## config.mk

```make
export PLATFORM = sky130hd
export DESIGN_NAME = ac_ram
export DESIGN_NICKNAME = d
export VERILOG_FILES = /design/src/rtl/ac_ram.sv
export SDC_FILE = /design/constraint.sdc
export NUM_CORES = 1
export LEC_CHECK = 0
export BUFFER_PORTS_ARGS = -buffer_cell sky130_fd_sc_hd__clkbuf_2
export CAP_MARGIN = 20
export CORE_MARGIN = 3
export CORE_UTILIZATION = 50
export CTS_CLUSTER_SIZE = 16
export DETAILED_ROUTE_END_ITERATION = 8
export PLACE_DENSITY = 0.78
export RECOVER_POWER = 50
export SYNTH_ARGS = -nofsm -noshare
export SYNTH_HDL_FRONTEND = slang
export SYNTH_SLANG_ARGS = --single-unit
```

## constraint.sdc

```tcl
create_clock -name clk -period 2.4 [get_ports clk]
set_clock_uncertainty 0.15 [all_clocks]
set_input_delay 0.24 -clock clk [delete_from_list [all_inputs] [get_ports clk]]
set_output_delay 0.24 -clock clk [all_outputs]
set_load 0.02 [all_outputs]
```

## src/rtl/ac_ram.sv

```systemverilog
module ac_ram #(
	parameter int WIDTH = 8,
	parameter int DEPTH = 16
) (
	input  logic                     clk,
	input  logic                     we,
	input  logic [$clog2(DEPTH)-1:0] addr,
	input  logic [WIDTH-1:0]         wdata,
	output logic [WIDTH-1:0]         rdata
);

	logic [WIDTH-1:0] mem [DEPTH];

	always_ff @(posedge clk) begin
		if (we) begin
			mem[addr] <= wdata;
		end
		rdata <= mem[addr];
	end

endmodule
```

---- Word level (Yosys, flattened, before mapping) ----
Memory sizes are Yosys's and may differ from the RTL's. A register that Yosys moved wholly into a read port is not among the register bits.
Cells that the tools add are included.
storage, ports and cells
  flip-flop bits (word level) ............. 0
  memory bits (writable) .................. 128
  output and inout bits ................... 8
  memories kept ........................... 1
operators by class
  muxes and demuxes ....................... 2
memory list
  memory  depth  width  read ports  clocked after Yosys merged registers in  write ports  RTL line  text
  mem     16     8      1           1                                        1            12        logic [WIDTH-1:0] mem [DEPTH];
operators with widths
  operator          number
  2-to-1 mux 1 bit  2

---- Logic depth before layout (Yosys ltp) ----
Gate-level depths: netlist of the first run.
  depth in word-level cells ............... 2
  depth in mapped cells ................... 5
  gate-level depth less buffers ........... 3

---- Worst setup path before layout of the first run ----
No wires, ideal clock.
  kind .................................... input to register
  start point ............................. input addr[2]
  end point ............................... memory mem[0][0] (enable)
  arrival ................................. 1,350 ps
  data required time ...................... 1,867 ps
  setup slack ............................. 517 ps
  stages on the path ...................... 2
  buffers on the path ..................... 0
  cell sequence ........................... or3b_2 -> nor3_1
RTL lines
  what                RTL line  text
  start: declaration  7         input logic [$clog2(DEPTH)-1:0] addr,
  end: declaration    12
Straight into the memory's write port.

==> flow_summary.toml, run 1 <==
[status]
run_status = "finished, final reports clean"

[logic_synthesis]
synth_top_area_share_pct = 75.9
ys_seq_area_share_pct = 79.0
async_reset_ff_share_pct = 0
synth_ff_type = "edfxtp_1"
synth_most_common_cell = "edfxtp_1"
synth_seq_cells = 136
synth.distinct_cells = 18
syn_avg_cell_area_um2 = 22.0
synth_area_mm2 = 0.00507
synth_common_cells = "edfxtp_1, mux4_2, a22oi_1"
syn_inst = 230
yosysWarningCount = 0
syn-num-nets = 244
yosysTopAreaCell = "edfxtp_1"
netlist_top_cells_area = "edfxtp_1, mux4_2, dfxtp_1, a22oi_1, nor2_1"
synth-edff-count = 128

[critical_path]
cp_slowest_stage_delay_ns = 0.55
slowest_stage = "clkbuf_1"
critPathKind = "in2reg"
crit_buf_inv = 2
cp-end-kind = "flip-flop"
crit_arrival_ns = 2.00
critPathTopFamily = "buffers and inverters"
crit_required_ns = 2.64
cp_max_fo = 13
cp_cell_sequence = "clkbuf_1 -> buf_4 -> mux4_2 -> a22oi_1 -> nand2_1"
start_kind = "input port"

[place]
dp.final_hpwl_um = 6110
place_ws_ns = 0.407
gp_congestion = 0.747
port-buffer-count = 21
placed_area_mm2 = 0.00546

[clock_tree]
clk_pin_slew_ns = 0.06
cts_tree = "yes"
clock_path_buffers = 2
root_buffer = "clkbuf_8"
cts-buffers-inserted = 17
numClockSinks = 136
post_cts_resized = 0
hold_buffers = 0
clk_latency_ns = 0.51
ctsHtreeMaxLevel = 4
cts_setup_buffers = 0

[global_routing]
grt_pass1_wl_um = 15600
antenna_found_initial = 0
grt_max_degree = 19
first_global_vias = 2692
grt.met1_usage_pct = 23.8
grt.overflow.total = 0
grtUsageMet3_pct = 5.48
grt.total_usage_pct = 19.0
use_met2_pct = 31.5
grt.busiest_layer = "met2"

[sta]
min_period_over_period_pct = 73.3
period_minus_slack_ns = 1.76
worstMarginPinSlew_ns = 0.742
setup_tns_ns = 0
max_freq_mhz = 569
setup_slack_ns = 0.641
final_max_slew_viol_count = 0
setup_viol = 0
relSlewSlack_pct = 50.5
rsz0062_at_grt = "no"
hold_viol = 0

[layout]
final_design_area_no_fill_mm2 = 0.00602
fin_util_pct = 61.3
syn_to_final_growth_pct = 18.8
diodes = 0
layout-drive-gt1-share_pct = 32.0
nNetsFinal = 295

[power]
p_per_area_mw_per_mm2 = 909
power_mw = 5.48
ir_drop_mv = 0.356
leakagePower_nw = 1.98

[route]
drtIter0Drc = 179
dr.pass1.iters = 4
avgRoutedWirePerCell_um = 22.9
wirelength_um = 9800
ant_nets = 0
drcViolationCount = 0
vias = 2466
vias_per_cell = 5.78

[die]
io_pins = 22
die_h_um = 107
fp.dieW_um = 107
rows = 36
core_mm2 = 0.00982
initial_utilization_pct = 51.6
die-area_mm2 = 0.0114

[worst_hold_path]
hold_path_class = "in2reg"

[flow_run]
cap_violations = 0
layout by cell type, fill, tap and decap left out, types with 4 or more instances in the layout:
cell type	n
dfxtp_1	8
edfxtp_1	128
a22oi_1	16
clkbuf_1	14
nor3_1	4
clkbuf_2	11
clkinv_2	4
mux4_2	32
clkbuf_16	16
buf_4	19
nand2_1	9
nor2_1	13
logic make-up after synthesis:
group           synth area share (%)
mux                             14.2
simple gates                    3.21
flops                           79.0
compound gates                  2.37
buf+inv                         1.19
stage by stage:
step,hold slack (ns),instances
final,0.107,427
after global routing,0.131,427
after CTS,0.00325,427
after detailed placement,0.513,395
after global placement,0.491,395
after floorplan,0.189,230
where the power goes:
group          leakage, nW  total [mW]  internal (mW)  switching, mW
Clock                0.281        2.54           1.61          0.933
Combinational        0.479       0.259          0.103          0.156
Sequential            1.22        2.68           2.66         0.0202
routing by layer:
layer	up-vias	part of all wire, %	routed length [µm]
met5	-	0	0
met3	17	6.2	609
met1	1296	39	3810
met2	90	53	5200
li1	1063	-	-
met4	0	1.7	168
worst register-to-register path, delay by kind of cell (launching register included):
family           cells  cell delay (ns)
multiplexers         1             0.49
AO/OA/AOI/OAI        1             0.29
flip-flops           1             0.39
AND/OR/NAND/NOR      1             0.09
state kept, by name, summed over array words and instances (netlist names):
signal	count
mem	128
rdata	8
final cells by class:
type	instances	area, µm²
clock inverters	12	150
multi-input cells	83	1000
well taps	133	166
repair buffers	43	263
fillers	687	3800
clock buffers	20	435
flip-flops and latches	136	4000
worst paths after layout:
path / from / depth (start not counted) / to / slack [ns]
hold / removal: wdata[4] / 1 / mem[2][4] / 0.11
setup / recovery: addr[0] / 5 / rdata[1] / 0.64
hold reg to reg: mem[14][2] / 3 / rdata[2] / 0.54
setup reg to reg: mem[0][2] / 3 / rdata[2] / 0.88
Power figures use the tool's default switching activity.
==> run 2: changes to the inputs <==
- clock period: 2.4 -> 1.7 ns (I/O delays scaled with it)
==> run 2 against run 1 <==
- clock power is 32% higher
- highest routed layer unchanged
- sequential share of layout area is 2.5 points lower
- global-route usage is 0.66 points higher
- final cell count is 6.3% higher
- sequential power is 41% higher
- sequential cell count stayed put
- combinational power is 61% higher
- first-iteration DRC count is 15% higher
- critical path depth is 2 lower
- die area stayed put
- utilization is 2.4 points higher
==> flow_summary.toml, run 2 (synthesis results as in run 1) <==
[global_routing]
grt.total_usage_pct = 19.6
grt_max_degree = 24
grt.overflow.total = 0
grt_pass1_wl_um = 15600
antenna_found_initial = 0
first_global_vias = 2658

[route]
avgRoutedWirePerCell_um = 22.3
drcViolationCount = 0
dr_wl_met2_um = 5290
dr.pass1.iters = 4
dr_wl_met3_um = 602
wirelength_um = 10100
vias = 2546
routed.top_layer = "met4"
wl_met1_um = 4000
ant_nets = 0
vias_per_cell = 5.61
drtIter0Drc = 205

[place]
place_ws_ns = -0.140
dp.final_hpwl_um = 6540
dp.cells = 414
gp_congestion = 0.790
port-buffer-count = 21

[critical_path]
critPathKind = "reg2reg"
crit_start = "mem[8][2]"
r2r-end = "rdata[2]"
rr_worst_depth = 3
cp-endpoint = "rdata[2]"
cp_max_fo = 1
r2r_slack_ns = 0.20
cp-end-kind = "flip-flop"
crit_arrival_ns = 1.75
rr_startpoint = "mem[8][2]"
crit_required_ns = 1.95
start_kind = "flip-flop"

[layout]
syn_to_final_growth_pct = 23.4
top_regs = "mem (128), rdata (8)"
regArea_mm2 = 0.00400
diodes = 0
layout-drive-gt1-share_pct = 35.2
regMostFlops = "mem"
largest_reg_flops = 128
final_common_cell = "edfxtp_1"
most-common-layout-cells = "edfxtp_1, buf_4, mux4_2, clkbuf_16, a22oi_1"
multi_input_area_mm2 = 0.00102
nNetsFinal = 322
finalNonFillerCells = 454
fillCellCount = 689

[die]
core_mm2 = 0.00982
rows = 36
die_h_um = 107
initial_utilization_pct = 51.6
fp.dieW_um = 107
io_pins = 22
die-area_mm2 = 0.0114

[sta]
setup_slack_ns = 0.202
hold_viol = 0
max_freq_mhz = 668
setup_viol = 0
period_minus_slack_ns = 1.50
final_max_slew_viol_count = 0
relSlewSlack_pct = 46.5
worstMarginPinSlew_ns = 0.801
rsz0062_at_grt = "no"
min_period_over_period_pct = 88.1

[power]
netSwitchingPower_mw = 1.55
swShare_pct = 20.5
p_comb_share_pct = 5.5
pwr-share-seq_pct = 50.1
leakagePower_nw = 2.10
p_per_area_mw_per_mm2 = 1210
internal_power_mw = 6.00
ir_drop_mv = 1.04
clkPwrFrac_pct = 44.4

[worst_hold_path]
hold_path_class = "in2reg"

[clock_tree]
root_buffer = "clkbuf_8"
clock_path_buffers = 2
cts-buffers-inserted = 17
cts_tree = "yes"
numClockSinks = 136
ctsHtreeMaxLevel = 4
clk_latency_ns = 0.52
clk_pin_slew_ns = 0.06

[flow_run]
cap_violations = 0

[status]
run_status = "finished, final reports clean"
-- run 2: routing by layer --
metal / track usage, % / vias up
met5: 0 / -
met4: 8.22 / 0
met3: 5.84 / 23
met2: 32.1 / 97
met1: 24.7 / 1299
li1: - / 1127
-- run 2: per-stage QoR --
step / util, % / setup TNS, ns / area, µm² / total power, mW / hold WS, ns
floorplan: - / -4.06 / 5070 / 4.06 / 0.119
global placement: 57.5 / -0.164 / 5640 / 4.24 / 0.430
detailed placement: 57.5 / -0.322 / 5640 / 4.25 / 0.435
CTS: 63.9 / 0 / 6280 / 7.64 / 0.134
global route: 63.7 / 0 / 6250 / 7.79 / 0.149
finish: 63.7 / 0 / 6250 / 7.55 / 0.149
-- run 2: worst min-delay path by stage --
stage                     startpoint   endpoint  slack, ns  cells past startpoint
after floorplan             wdata[0]  mem[0][0]       0.12                      0
after global placement      wdata[3]  mem[9][3]       0.43                      1
after detailed placement    rdata[3]   rdata[3]       0.44                      1
after CTS                    addr[1]  mem[0][7]       0.13                      3
after global routing         addr[1]  mem[0][7]       0.15                      3
final                        addr[1]  mem[0][7]       0.15                      3
-- run 2: final cells by class --
| type | count | area share, % |
|---|---|---|
| sequential | 136 | 64.0 |
| multi-input combinational | 83 | 16.2 |
| timing repair buffer | 70 | 8.26 |
| clock buffer | 18 | 6.68 |
| tap | 133 | 2.66 |
| clock inverter | 14 | 2.14 |
-- run 2: repair_timing --
action                                 4_1_cts  5_1_grt
resized for setup                            0        1
hold buffers                                 8        0
endpoints found under the hold margin      128        0
setup endpoints to repair                    0        1
setup buffers                                0        0
-- run 2: power by group through the flow --
stage | combinational, mW | sequential [mW] | clock, mW
2_1_floorplan | 0.194 | 3.86 | 0
3_3_place_gp | 0.397 | 3.84 | 0
3_5_place_dp | 0.408 | 3.85 | 0
4_1_cts | 0.425 | 3.78 | 3.44
5_1_grt | 0.449 | 3.78 | 3.56
6_report | 0.417 | 3.78 | 3.35
-- run 2: critical path: stages (launching register included) --
cell      delay, ns
edfxtp_1       0.39
mux4_2         0.47
a22oi_1        0.28
nand2_1        0.08
